$ cat config.mk
export PLATFORM = sky130hd
export DESIGN_NAME = civil_date_day_number_converter_flat
export DESIGN_NICKNAME = d
export VERILOG_FILES = /design/src/hdl/ccdn_pkg.sv /design/src/hdl/ccdn_ifs.sv /design/src/hdl/ccdn_search_cell.sv /design/src/hdl/ccdn_date_path.sv /design/src/hdl/ccdn_year_split.sv /design/src/hdl/civil_date_day_number_converter.sv /design/src/flat_wrapper.sv
export SDC_FILE = /design/constraint.sdc
export NUM_CORES = 2
export LEC_CHECK = 0
export BUFFER_PORTS_ARGS = -buffer_cell sky130_fd_sc_hd__buf_2
export CORE_MARGIN = 5
export CORE_UTILIZATION = 34
export CTS_BUF_LIST = sky130_fd_sc_hd__clkbuf_4 sky130_fd_sc_hd__clkbuf_8
export CTS_CLUSTER_SIZE = 14
export DETAILED_ROUTE_END_ITERATION = 12
export PLACE_DENSITY = 0.6
export SLEW_MARGIN = 5
export SYNTH_ARGS = -nofsm -noshare
export SYNTH_HDL_FRONTEND = slang
export SYNTH_SLANG_ARGS = --single-unit
$ cat constraint.sdc
create_clock -name clk -period 43.9 [get_ports clk]
set_clock_uncertainty 0.2 [all_clocks]
set_input_delay 2.195 -clock clk [delete_from_list [all_inputs] [get_ports clk]]
set_output_delay 2.195 -clock clk [all_outputs]
set_load 0.1 [all_outputs]
$ cat src/hdl/ccdn_pkg.sv
`default_nettype none

package ccdn_pkg;

	// calendar span searched in days-to-date mode
	localparam int FIRST_YEAR   = 1970;
	localparam int YEAR_LIMIT   = 3000;
	localparam int EPOCH_OFFSET = 719163;

	// year register width, candidate width, number of search cells
	localparam int YW    = $clog2(YEAR_LIMIT);
	localparam int CW    = YW + 1;
	localparam int NSTEP = $clog2(YEAR_LIMIT - FIRST_YEAR);

	// internal day arithmetic width, argument width
	localparam int DW = 25;
	localparam int AW = 23;

	// reciprocal of 100, exact for values below 43690
	localparam int RECIP_100   = 5243;
	localparam int RECIP_SHIFT = 19;

	function automatic int year_days(int y);
		int p;
		p = y - 1;
		return 365 * p + p / 4 - p / 100 + p / 400 + 1 - EPOCH_OFFSET;
	endfunction

	localparam logic signed [DW-1:0] LO_DAYS    = DW'(year_days(FIRST_YEAR));
	localparam logic signed [DW-1:0] HI_DAYS    = DW'(year_days(YEAR_LIMIT));
	localparam logic signed [DW-1:0] EPOCH_DAYS = DW'(EPOCH_OFFSET);
	localparam logic signed [DW-1:0] EPOCH_JAN1 = DW'(EPOCH_OFFSET - 1);
	localparam logic signed [DW-1:0] YEAR0_BASE = -DW'(366);
	localparam logic signed [DW-1:0] DAYS_MAX   = DW'(4194303);
	localparam logic signed [DW-1:0] DAYS_MIN   = -DW'(4194304);

	// item moving along the search chain
	typedef struct packed {
		logic                 func;
		logic                 oor;
		logic [AW-1:0]        arg;
		logic [YW-1:0]        yr;
		logic signed [DW-1:0] base;
	} item_t;

	// one result item
	typedef struct packed {
		logic [22:0] days;
		logic [11:0] year;
		logic [3:0]  month;
		logic [4:0]  day;
		logic        oor;
	} res_t;

	// days before the first of month idx+1 in a common year
	function automatic logic [8:0] month_start(logic [3:0] idx);
		logic [8:0] v;
		case (idx)
			4'd0:    v = 9'd0;
			4'd1:    v = 9'd31;
			4'd2:    v = 9'd59;
			4'd3:    v = 9'd90;
			4'd4:    v = 9'd120;
			4'd5:    v = 9'd151;
			4'd6:    v = 9'd181;
			4'd7:    v = 9'd212;
			4'd8:    v = 9'd243;
			4'd9:    v = 9'd273;
			4'd10:   v = 9'd304;
			4'd11:   v = 9'd334;
			default: v = 9'd0;
		endcase
		return v;
	endfunction

	function automatic logic [15:0] div100(logic [15:0] v);
		logic [31:0] prod;
		prod = {16'd0, v} * 32'(RECIP_100);
		return 16'(prod >> RECIP_SHIFT);
	endfunction

endpackage

`default_nettype wire

$ cat src/hdl/ccdn_ifs.sv
`default_nettype none

interface ccdn_req_if;
	logic               valid;
	logic               ready;
	logic               func;
	logic [13:0]        year;
	logic [3:0]         month;
	logic [4:0]         day;
	logic signed [22:0] day_number;

	modport source (output valid, func, year, month, day, day_number, input ready);
	modport sink   (input valid, func, year, month, day, day_number, output ready);
endinterface

interface ccdn_rsp_if;
	logic               valid;
	logic               ready;
	logic signed [22:0] result_days;
	logic [11:0]        result_year;
	logic [3:0]         result_month;
	logic [4:0]         result_day;
	logic               out_of_range;

	modport source (output valid, result_days, result_year, result_month, result_day,
		out_of_range, input ready);
	modport sink   (input valid, result_days, result_year, result_month, result_day,
		out_of_range, output ready);
endinterface

`default_nettype wire

$ cat src/hdl/ccdn_search_cell.sv
`default_nettype none

// one bisection step of the year search, two stages
module ccdn_search_cell (
	input  logic                       clk,
	input  logic                       arst_n,
	input  logic                       en,
	input  logic [ccdn_pkg::CW-1:0]    step,
	input  logic                       left_valid,
	input  ccdn_pkg::item_t            left_item,
	output logic                       right_valid,
	output ccdn_pkg::item_t            right_item
);
	localparam int CW = ccdn_pkg::CW;
	localparam int YW = ccdn_pkg::YW;
	localparam int DW = ccdn_pkg::DW;
	localparam int PW = CW + 9;

	logic [CW-1:0]        cand, p;
	logic [PW-1:0]        p365;
	logic [15:0]          q;
	logic                 valid_s1;
	ccdn_pkg::item_t      item_s1;
	logic [CW-1:0]        cand_s1, p_s1, q_s1;
	logic [PW-1:0]        p365_s1;
	logic                 span_s1;
	logic signed [DW-1:0] days, dn;
	logic                 take;
	ccdn_pkg::item_t      item_nx;

	assign cand = CW'(left_item.yr) + step;
	assign p    = cand - CW'(1);
	assign p365 = PW'(p) * PW'(365);
	assign q    = ccdn_pkg::div100(16'(p));

	always_ff @(posedge clk or negedge arst_n) begin
		if (!arst_n) begin
			valid_s1    <= 1'b0;
			right_valid <= 1'b0;
		end else if (en) begin
			valid_s1    <= left_valid;
			right_valid <= valid_s1;
		end
	end

	always_ff @(posedge clk) begin
		if (en) begin
			item_s1 <= left_item;
			cand_s1 <= cand;
			p_s1    <= p;
			q_s1    <= q[CW-1:0];
			p365_s1 <= p365;
			span_s1 <= cand < CW'(ccdn_pkg::YEAR_LIMIT);
		end
	end

	// day number of jan 1 of the candidate year
	assign days = $signed(DW'(p365_s1)) + $signed(DW'(p_s1 >> 2)) - $signed(DW'(q_s1))
		+ $signed(DW'(q_s1 >> 2)) - ccdn_pkg::EPOCH_JAN1;
	assign dn   = DW'($signed(item_s1.arg));
	assign take = span_s1 && (dn >= days);

	always_comb begin
		item_nx = item_s1;
		if (take) begin
			item_nx.yr   = cand_s1[YW-1:0];
			item_nx.base = days;
		end
	end

	always_ff @(posedge clk) begin
		if (en) begin
			right_item <= item_nx;
		end
	end

endmodule

`default_nettype wire

$ cat src/hdl/ccdn_date_path.sv
`default_nettype none

// date to day number, three stages
module ccdn_date_path (
	input  logic             clk,
	input  logic             en,
	input  ccdn_pkg::item_t  item,
	output ccdn_pkg::res_t   res
);
	localparam int DW = ccdn_pkg::DW;

	logic [13:0]          y, p;
	logic [3:0]           m, mi;
	logic [4:0]           d;
	logic [15:0]          q;
	logic                 y0_s1, late_s1;
	logic [13:0]          p_s1, q_s1;
	logic [22:0]          p365_s1;
	logic [9:0]           ms_s1;
	logic [13:0]          r100;
	logic                 c100, lp;
	logic signed [DW-1:0] base, total, total_s2;

	assign y  = item.arg[22:9];
	assign m  = item.arg[8:5];
	assign d  = item.arg[4:0];
	assign p  = y - 14'd1;
	assign q  = ccdn_pkg::div100({2'b00, p});
	// month zero reads as january, above twelve as december
	assign mi = (m == 4'd0) ? 4'd1 : ((m > 4'd12) ? 4'd12 : m);

	always_ff @(posedge clk) begin
		if (en) begin
			y0_s1   <= (y == 14'd0);
			late_s1 <= (mi > 4'd2);
			p_s1    <= p;
			q_s1    <= q[13:0];
			p365_s1 <= 23'(p) * 23'd365;
			ms_s1   <= 10'(ccdn_pkg::month_start(mi - 4'd1)) + 10'(d);
		end
	end

	// leap test of y = p + 1
	assign r100 = p_s1 - 14'(q_s1 * 14'd100);
	assign c100 = (r100 == 14'd99);
	assign lp   = y0_s1 || ((p_s1[1:0] == 2'd3) && !c100) || (c100 && (q_s1[1:0] == 2'd3));
	assign base = y0_s1 ? ccdn_pkg::YEAR0_BASE
		: $signed(DW'(p365_s1)) + $signed(DW'(p_s1 >> 2)) - $signed(DW'(q_s1))
		+ $signed(DW'(q_s1 >> 2));
	assign total = base + $signed(DW'(ms_s1)) + $signed(DW'(lp && late_s1))
		- ccdn_pkg::EPOCH_DAYS;

	always_ff @(posedge clk) begin
		if (en) begin
			total_s2 <= total;
		end
	end

	always_ff @(posedge clk) begin
		if (en) begin
			res.year  <= '0;
			res.month <= '0;
			res.day   <= '0;
			if (total_s2 > ccdn_pkg::DAYS_MAX) begin
				res.days <= 23'(ccdn_pkg::DAYS_MAX);
				res.oor  <= 1'b1;
			end else if (total_s2 < ccdn_pkg::DAYS_MIN) begin
				res.days <= 23'(ccdn_pkg::DAYS_MIN);
				res.oor  <= 1'b1;
			end else begin
				res.days <= total_s2[22:0];
				res.oor  <= 1'b0;
			end
		end
	end

endmodule

`default_nettype wire

$ cat src/hdl/ccdn_year_split.sv
`default_nettype none

// found year to month and day, three stages
module ccdn_year_split (
	input  logic             clk,
	input  logic             en,
	input  ccdn_pkg::item_t  item,
	output ccdn_pkg::res_t   res
);
	localparam int YW = ccdn_pkg::YW;
	localparam int DW = ccdn_pkg::DW;

	logic signed [DW-1:0] rem;
	logic [15:0]          q;
	logic [8:0]           rem_s1, rem_s2;
	logic [YW-1:0]        yr_s1, yr_s2, q_s1;
	logic                 oor_s1, oor_s2;
	logic                 c100, lp, lp_s2;
	logic [3:0]           cnt, mon_s2;
	logic                 adj;
	logic [8:0]           dd;

	assign rem = DW'($signed(item.arg)) - $signed(item.base);
	assign q   = ccdn_pkg::div100(16'(item.yr));

	always_ff @(posedge clk) begin
		if (en) begin
			rem_s1 <= rem[8:0];
			yr_s1  <= item.yr;
			q_s1   <= q[YW-1:0];
			oor_s1 <= item.oor;
		end
	end

	assign c100 = (16'(yr_s1) == 16'(16'(q_s1) * 16'd100));
	assign lp   = ((yr_s1[1:0] == 2'd0) && !c100) || (c100 && (q_s1[1:0] == 2'd0));

	// month boundaries passed, thresholds rise so a count gives the month
	always_comb begin
		logic [9:0] thr;
		cnt = 4'd0;
		for (int i = 1; i < 12; i++) begin
			thr = 10'(ccdn_pkg::month_start(4'(i))) + 10'(lp && (i >= 2));
			if (10'(rem_s1) >= thr) begin
				cnt = cnt + 4'd1;
			end
		end
	end

	always_ff @(posedge clk) begin
		if (en) begin
			rem_s2 <= rem_s1;
			yr_s2  <= yr_s1;
			oor_s2 <= oor_s1;
			lp_s2  <= lp;
			mon_s2 <= cnt + 4'd1;
		end
	end

	assign adj = lp_s2 && (mon_s2 > 4'd2);
	assign dd  = rem_s2 - ccdn_pkg::month_start(mon_s2 - 4'd1) - 9'(adj) + 9'd1;

	always_ff @(posedge clk) begin
		if (en) begin
			res.days <= '0;
			res.oor  <= oor_s2;
			if (oor_s2) begin
				res.year  <= '0;
				res.month <= '0;
				res.day   <= '0;
			end else begin
				res.year  <= 12'(yr_s2);
				res.month <= mon_s2;
				res.day   <= dd[4:0];
			end
		end
	end

endmodule

`default_nettype wire

$ cat src/hdl/civil_date_day_number_converter.sv
// Converts between proleptic Gregorian dates and day numbers counted from
// 1970-01-01, one item per clock cycle in either direction while no result
// waits in the skid register; func selects the direction per item. The year
// search covers 1970 to 2999 with a chain of NSTEP two-stage cells, one
// bisection step each, followed by three stages that split the year into
// month and day. Date-to-days items travel the same chain and are converted
// in three stages alongside the split, so results leave in input order. A
// skid register at the output parks one result that is not taken, and the
// input closes while it holds one. Day numbers outside the searchable
// span, and date results that do not fit 23 signed bits, raise out_of_range.

`default_nettype none

module civil_date_day_number_converter (
	input  logic         clk,
	input  logic         arst_n,
	ccdn_req_if.sink     request,
	ccdn_rsp_if.source   response
);
	localparam int NSTEP = ccdn_pkg::NSTEP;
	localparam int CW    = ccdn_pkg::CW;
	localparam int YW    = ccdn_pkg::YW;
	localparam int DW    = ccdn_pkg::DW;

	// global advance: the whole pipe moves unless the skid holds an item
	logic                 adv;
	logic                 skid_valid_q;
	ccdn_pkg::res_t       skid_q;
	ccdn_pkg::res_t       res_date, res_split, res_cur;

	logic signed [DW-1:0] dn_ext;
	logic                 dn_oor;
	ccdn_pkg::item_t      item_in;
	logic                 in_valid_s1;
	ccdn_pkg::item_t      in_item_s1;

	ccdn_pkg::item_t      chain_item  [NSTEP+1];
	logic                 chain_valid [NSTEP+1];

	logic                 tail_valid_s1, tail_valid_s2, tail_valid_s3;
	logic                 tail_func_s1, tail_func_s2, tail_func_s3;

	assign adv           = !skid_valid_q;
	assign request.ready = adv;

	// span check on the raw day number
	assign dn_ext = DW'($signed(request.day_number));
	assign dn_oor = (dn_ext < ccdn_pkg::LO_DAYS) || (dn_ext >= ccdn_pkg::HI_DAYS);

	// the argument slot carries the day number or the packed date
	always_comb begin
		item_in.func = request.func;
		item_in.oor  = dn_oor;
		item_in.arg  = request.func ? request.day_number
			: {request.year, request.month, request.day};
		item_in.yr   = YW'(ccdn_pkg::FIRST_YEAR);
		item_in.base = ccdn_pkg::LO_DAYS;
	end

	always_ff @(posedge clk or negedge arst_n) begin
		if (!arst_n) begin
			in_valid_s1 <= 1'b0;
		end else if (adv) begin
			in_valid_s1 <= request.valid;
		end
	end

	always_ff @(posedge clk) begin
		if (adv) begin
			in_item_s1 <= item_in;
		end
	end

	assign chain_item[0]  = in_item_s1;
	assign chain_valid[0] = in_valid_s1;

	// search chain, step halves from cell to cell
	for (genvar k = 0; k < NSTEP; k++) begin : g_cell
		localparam int SH = NSTEP - 1 - k;
		logic [CW-1:0] step_k;
		assign step_k = {{(CW-1){1'b0}}, 1'b1} << SH;

		ccdn_search_cell u_cell (
			.clk         (clk),
			.arst_n      (arst_n),
			.en          (adv),
			.step        (step_k),
			.left_valid  (chain_valid[k]),
			.left_item   (chain_item[k]),
			.right_valid (chain_valid[k+1]),
			.right_item  (chain_item[k+1])
		);
	end

	ccdn_date_path u_date (
		.clk  (clk),
		.en   (adv),
		.item (chain_item[NSTEP]),
		.res  (res_date)
	);

	ccdn_year_split u_split (
		.clk  (clk),
		.en   (adv),
		.item (chain_item[NSTEP]),
		.res  (res_split)
	);

	// valid and direction follow the three tail stages
	always_ff @(posedge clk or negedge arst_n) begin
		if (!arst_n) begin
			tail_valid_s1 <= 1'b0;
			tail_valid_s2 <= 1'b0;
			tail_valid_s3 <= 1'b0;
		end else if (adv) begin
			tail_valid_s1 <= chain_valid[NSTEP];
			tail_valid_s2 <= tail_valid_s1;
			tail_valid_s3 <= tail_valid_s2;
		end
	end

	always_ff @(posedge clk) begin
		if (adv) begin
			tail_func_s1 <= chain_item[NSTEP].func;
			tail_func_s2 <= tail_func_s1;
			tail_func_s3 <= tail_func_s2;
		end
	end

	assign res_cur = tail_func_s3 ? res_split : res_date;

	// skid: park the last stage's item when it is not taken and the pipe moves
	always_ff @(posedge clk or negedge arst_n) begin
		if (!arst_n) begin
			skid_valid_q <= 1'b0;
		end else if (adv && tail_valid_s3 && !response.ready) begin
			skid_valid_q <= 1'b1;
		end else if (skid_valid_q && response.ready) begin
			skid_valid_q <= 1'b0;
		end
	end

	always_ff @(posedge clk) begin
		if (adv) begin
			skid_q <= res_cur;
		end
	end

	// the parked item is older, it goes first
	assign response.valid        = skid_valid_q || tail_valid_s3;
	assign response.result_days  = skid_valid_q ? skid_q.days  : res_cur.days;
	assign response.result_year  = skid_valid_q ? skid_q.year  : res_cur.year;
	assign response.result_month = skid_valid_q ? skid_q.month : res_cur.month;
	assign response.result_day   = skid_valid_q ? skid_q.day   : res_cur.day;
	assign response.out_of_range = skid_valid_q ? skid_q.oor   : res_cur.oor;

endmodule

`default_nettype wire

$ cat src/flat_wrapper.sv
// flat-port wrapper written by rule: the top's interface ports become plain ports
module civil_date_day_number_converter_flat 
  (clk, arst_n, request_valid, request_func, request_year, request_month, request_day, request_day_number, request_ready, response_valid, response_result_days, response_result_year, response_result_month, response_result_day, response_out_of_range, response_ready);
  ccdn_req_if request_i ();
  ccdn_rsp_if response_i ();
  input  logic clk;
  input  logic arst_n;
  input wire logic [$bits(request_i.valid)-1:0] request_valid;
  input wire logic [$bits(request_i.func)-1:0] request_func;
  input wire logic [$bits(request_i.year)-1:0] request_year;
  input wire logic [$bits(request_i.month)-1:0] request_month;
  input wire logic [$bits(request_i.day)-1:0] request_day;
  input wire logic [$bits(request_i.day_number)-1:0] request_day_number;
  output wire logic [$bits(request_i.ready)-1:0] request_ready;
  output wire logic [$bits(response_i.valid)-1:0] response_valid;
  output wire logic [$bits(response_i.result_days)-1:0] response_result_days;
  output wire logic [$bits(response_i.result_year)-1:0] response_result_year;
  output wire logic [$bits(response_i.result_month)-1:0] response_result_month;
  output wire logic [$bits(response_i.result_day)-1:0] response_result_day;
  output wire logic [$bits(response_i.out_of_range)-1:0] response_out_of_range;
  input wire logic [$bits(response_i.ready)-1:0] response_ready;
  assign request_i.valid = request_valid;
  assign request_i.func = request_func;
  assign request_i.year = request_year;
  assign request_i.month = request_month;
  assign request_i.day = request_day;
  assign request_i.day_number = request_day_number;
  assign request_ready = request_i.ready;
  assign response_valid = response_i.valid;
  assign response_result_days = response_i.result_days;
  assign response_result_year = response_i.result_year;
  assign response_result_month = response_i.result_month;
  assign response_result_day = response_i.result_day;
  assign response_out_of_range = response_i.out_of_range;
  assign response_i.ready = response_ready;
  civil_date_day_number_converter u_core (.clk(clk), .arst_n(arst_n), .request(request_i), .response(response_i));
endmodule
==> results.txt <==
In this run the number of H-tree levels came out at 4. The most numerous cell type found on the critical path is sky130_fd_sc_hd__ha_1. The synthesized area per cell came out at 11.36 um2. The run finished with clean final reports. The category of the worst setup path capture point is a flip-flop.

The TritonCTS buffer count came out at 242. After synthesis the netlist holds a flip-flop and latch count of 1413. The count of cells resized by post-cts repair is 0.

After detailed routing, the number of remaining DRC violations is 0. The I/O pin count came out at 98. The final count of hold timing violations came to 0. For this run, the share of the core covered by cells in the final layout is 37.34%. The number of synthesized flops with an enable pin came out at 1386.

The share of the Yosys chip area taken by registers is 36.97%. The origin of the worst setup path is u_core.u_split.q_s1[1]. The compound-gate portion of the synthesized area is 8.520%. The number of DRC markers after the initial detailed-route iteration came out at 3149. The most used flip-flop cell after synthesis is sky130_fd_sc_hd__edfxtp_1. The clock input transition at the sequential cells of the worst setup and hold paths is 0.06 ns.

By instance count, the leading cell after synthesis is sky130_fd_sc_hd__inv_1. The remaining max-slew budget at the tightest pin is 30.11%. The synthesized netlist devotes 5.964% of its cell area to XOR and XNOR gates. The die is 590.1 um tall. Across all register-to-register paths, the minimum setup slack is 34.26 ns. The simple-gate area share of the yosys netlist came out at 5.747%. The first-pass GRT wire length is 365200 um. The synthesized netlist devotes 33.57% of its cell area to adder and majority cells. The clock insertion delay at the later pin of the skew report is 1.05 ns. In this run the worst setup path terminates at u_core.u_split.mon_s2[2]. The number of vias per cell after detailed routing is 4.556. TritonCTS built the clock tree. For the worst setup path, the data arrival time is 10.11 ns. The overall routing resource usage is 12.88%.

The number of buffers inserted by port buffering came out at 97. The largest area contributor in the netlist is sky130_fd_sc_hd__edfxtp_1. Relative to the synthesized area, the layout overhead comes to 9.606%. The synthesized area is 114400 um2. The class of the worst hold path is reg2reg. The die covers 348200 um2. Yosys printed 0 warnings. By area the synthesized netlist is led by sky130_fd_sc_hd__edfxtp_1 (36%), sky130_fd_sc_hd__ha_1 (22%), sky130_fd_sc_hd__fa_1 (11%). Counting instances in the post-synthesis netlist gives the leading cell types as sky130_fd_sc_hd__inv_1 (2088), sky130_fd_sc_hd__ha_1 (2027), sky130_fd_sc_hd__edfxtp_1 (1386). The worst path needs 9.640 ns of the cycle, external delays included. The HPWL after detailed placement came out at 181000 um. Setup repair after global routing left no endpoint under its margin. The setup TNS is 0 ns. In the final design database the tool counted 13127 nets. The count of filler cells inserted in the layout is 32869. The startpoint identified for the worst register-to-register timing path is u_core.u_split.q_s1[1].

The post-synthesis cell type count is 99. The maximum fanout along the worst path is 9. The effective utilization at floorplan is 34.07%.

The slowest cell on the critical path is sky130_fd_sc_hd__fa_1. The remaining antenna violation count after routing came out at 0. The die outline width is 590.1 um. The cell count after synthesis came out at 10072.

The top cell type's share of synthesized area is 36.38%. The main combinational cell family by area after synthesis is adder cells. Setup violations remaining at the end of the flow were counted as 0. The endpoint required time on the critical path came out at 44.37 ns.

The post-route fraction of the period consumed by the critical path came out at 21.96%. The multiplexer share of the synthesized area came out at 2.169%. In this design, the stage delay of the slowest critical-path cell is 0.56 ns. The number of global-route vias before repair came out at 69578. Wires add up to 223600 um. CTS saw 1413 sinks. The longest clock path from root to sink contains 4 buffers. The post-detailed-route wirelength per cell came out at 14.91 um.

The largest net degree at the start of global routing is 166. The worst flop-to-flop path endpoint is u_core.u_split.mon_s2[2]. The logic depth of the worst register-to-register path is 41. The initial antenna violation count was 7. The number of buffers inserted by post-CTS setup repair is 0. The overall via count from detail_route is 68330. The number of hold-repair buffers added at the cts stage is 0. The placer's final routability congestion estimate came out at 0.8302. The number of optimization iterations in the first detailed-route pass is 5. The row count is 213. The top achievable clock speed came out at 103.7 MHz. Counting flops with an async set or reset pin after synthesis yields a share of 1.911%. The slew of the pin with the lowest slew margin is 1.041 ns. The startpoint type of the worst setup path is a flip-flop.

The max-slew violation count came out at 0. The total congestion overflow after global routing is 0. The worst setup path is of the reg2reg kind.

The core area is 335800 um2. Of the cells placed in the final design, the portion with a size suffix greater than 1 is 7.253%. The total of max-cap violations is 0. The root buffer cell chosen for the clock tree is sky130_fd_sc_hd__clkbuf_8. Synthesis produced a netlist with a net count of 12801.
-- cell type report --
| class | instances | area [um2] | area share (%) |
|---|---|---|---|
| Sequential cell | 1413 | 42300 | 33.73 |
| Tap cell | 4407 | 5514 | 4.397 |
| Multi-Input combinational cell | 6508 | 64060 | 51.09 |
| Antenna cell | 2 | 5.005 | 0.003991 |
| Timing Repair Buffer | 142 | 848.3 | 0.6765 |
| Clock inverter | 120 | 935.9 | 0.7463 |
| Clock buffer | 314 | 3877 | 3.092 |
| Inverter | 2091 | 7859 | 6.267 |
-- placed cells by master, fill, tap and decap left out, types with 31 or more instances in the layout --
cell                       instances
sky130_fd_sc_hd__inv_1          2088
sky130_fd_sc_hd__ha_1           2027
sky130_fd_sc_hd__edfxtp_1       1386
sky130_fd_sc_hd__fa_1            651
sky130_fd_sc_hd__xnor2_1         526
sky130_fd_sc_hd__a21oi_1         480
sky130_fd_sc_hd__nor2_1          350
sky130_fd_sc_hd__nand2_1         281
sky130_fd_sc_hd__o21ai_0         279
sky130_fd_sc_hd__clkbuf_8        243
sky130_fd_sc_hd__xor2_1          234
sky130_fd_sc_hd__a21o_1          223
sky130_fd_sc_hd__nor2b_1         166
sky130_fd_sc_hd__mux2_2          159
sky130_fd_sc_hd__o21bai_1        114
sky130_fd_sc_hd__o21a_1          108
sky130_fd_sc_hd__nand2b_1        101
sky130_fd_sc_hd__buf_2            97
sky130_fd_sc_hd__nor3_1           91
sky130_fd_sc_hd__nand3_1          81
sky130_fd_sc_hd__clkbuf_4         71
sky130_fd_sc_hd__mux2i_1          69
sky130_fd_sc_hd__clkinv_1         57
sky130_fd_sc_hd__nand4_1          53
sky130_fd_sc_hd__and2_1           43
sky130_fd_sc_hd__buf_4            43
sky130_fd_sc_hd__and3_1           33
sky130_fd_sc_hd__clkinv_2         32
sky130_fd_sc_hd__a31oi_1          31
sky130_fd_sc_hd__a21boi_0         31
-- registers in the layout, indices dropped and copies added, names as in the netlist, 11 cells and up --
name,flops
u_core.g_cell.u_cell.right_item,442
u_core.g_cell.u_cell.dn,253
u_core.g_cell.u_cell.p365_s1,162
u_core.g_cell.u_cell.item_s1,130
u_core.g_cell.u_cell.q_s1,67
u_core.skid_q,45
u_core.g_cell.u_cell.p_s1,28
u_core.chain_item,25
u_core.u_date.total_s2,25
u_core.u_date.res,24
u_core.g_cell.u_cell.item_nx,22
u_core.g_cell.u_cell.cand_s1,22
u_core.u_split.res,22
u_core.u_date.p365_s1,21
u_core.u_date.p_s1,14
u_core.u_split.yr_s1,12
u_core.u_split.yr_s2,12
u_core.g_cell.u_cell.right_valid,11
u_core.g_cell.u_cell.valid_s1,11
-- how the worst min path moves through the flow --
stage	startpoint	end	cells past startpoint
after global placement	u_core.chain_item[721]	u_core.g_cell[0].u_cell.dn[2]	0
after detailed placement	u_core.chain_item[733]	u_core.g_cell[0].u_cell.dn[14]	0
after floorplan	u_core.chain_item[719]	u_core.g_cell[0].u_cell.dn[0]	0
after CTS	u_core.g_cell[2].u_cell.right_item[1]	u_core.g_cell[3].u_cell.item_s1[1]	0
final	u_core.g_cell[2].u_cell.right_item[1]	u_core.g_cell[3].u_cell.item_s1[1]	0
after global routing	u_core.g_cell[2].u_cell.right_item[1]	u_core.g_cell[3].u_cell.item_s1[1]	0
-- worst max-delay path, delay by kind of cell, from the launching register on --
kind / cells / cell delay, ns
adders and majority gates: 12 / 3.96
AOI/OAI and AO/OA: 10 / 1.90
DFF: 1 / 0.44
buffers and inverters: 2 / 0.18
and+or+nand+nor: 9 / 1.33
xor gates and xnor gates: 7 / 1.06
muxes: 1 / 0.28
-- through the flow --
stage          area [um2]  hold slack (ns)  instances  setup WS, ns
6_report           125400           0.1351      14997         34.26
5_1_grt            125400           0.1715      14996         33.49
4_1_cts            125400           0.1487      14995         34.21
3_5_place_dp       120600           0.2045      14561         34.26
3_3_place_gp       120600           0.2005      14561         34.27
2_1_floorplan      114400           0.2003      10072         1.755
-- cell families (layout without fill, tap and decap cells) --
group,count (synthesis),after routing
compound gates,1519,1519
xor+xnor,767,767
fa+ha+maj,2679,2679
buf+inv,2151,2667
flops,1413,1413
mux,228,228
other cells,0,2
simple gates,1315,1315
-- layer usage --
layer | part of all wire, % | global-route usage, % | vias up | routed length (um)
li1 | - | - | 34973 | -
met1 | 45 | 16.75 | 32305 | 101700
met2 | 49 | 22.50 | 746 | 108800
met3 | 3.1 | 1.735 | 304 | 6982
met4 | 2.7 | 3.423 | 2 | 6038
met5 | 0.0058 | 0 | - | 13
Power is not shown: default switching activity piles up to over one toggle a cycle in this logic, so the estimate is an artifact.
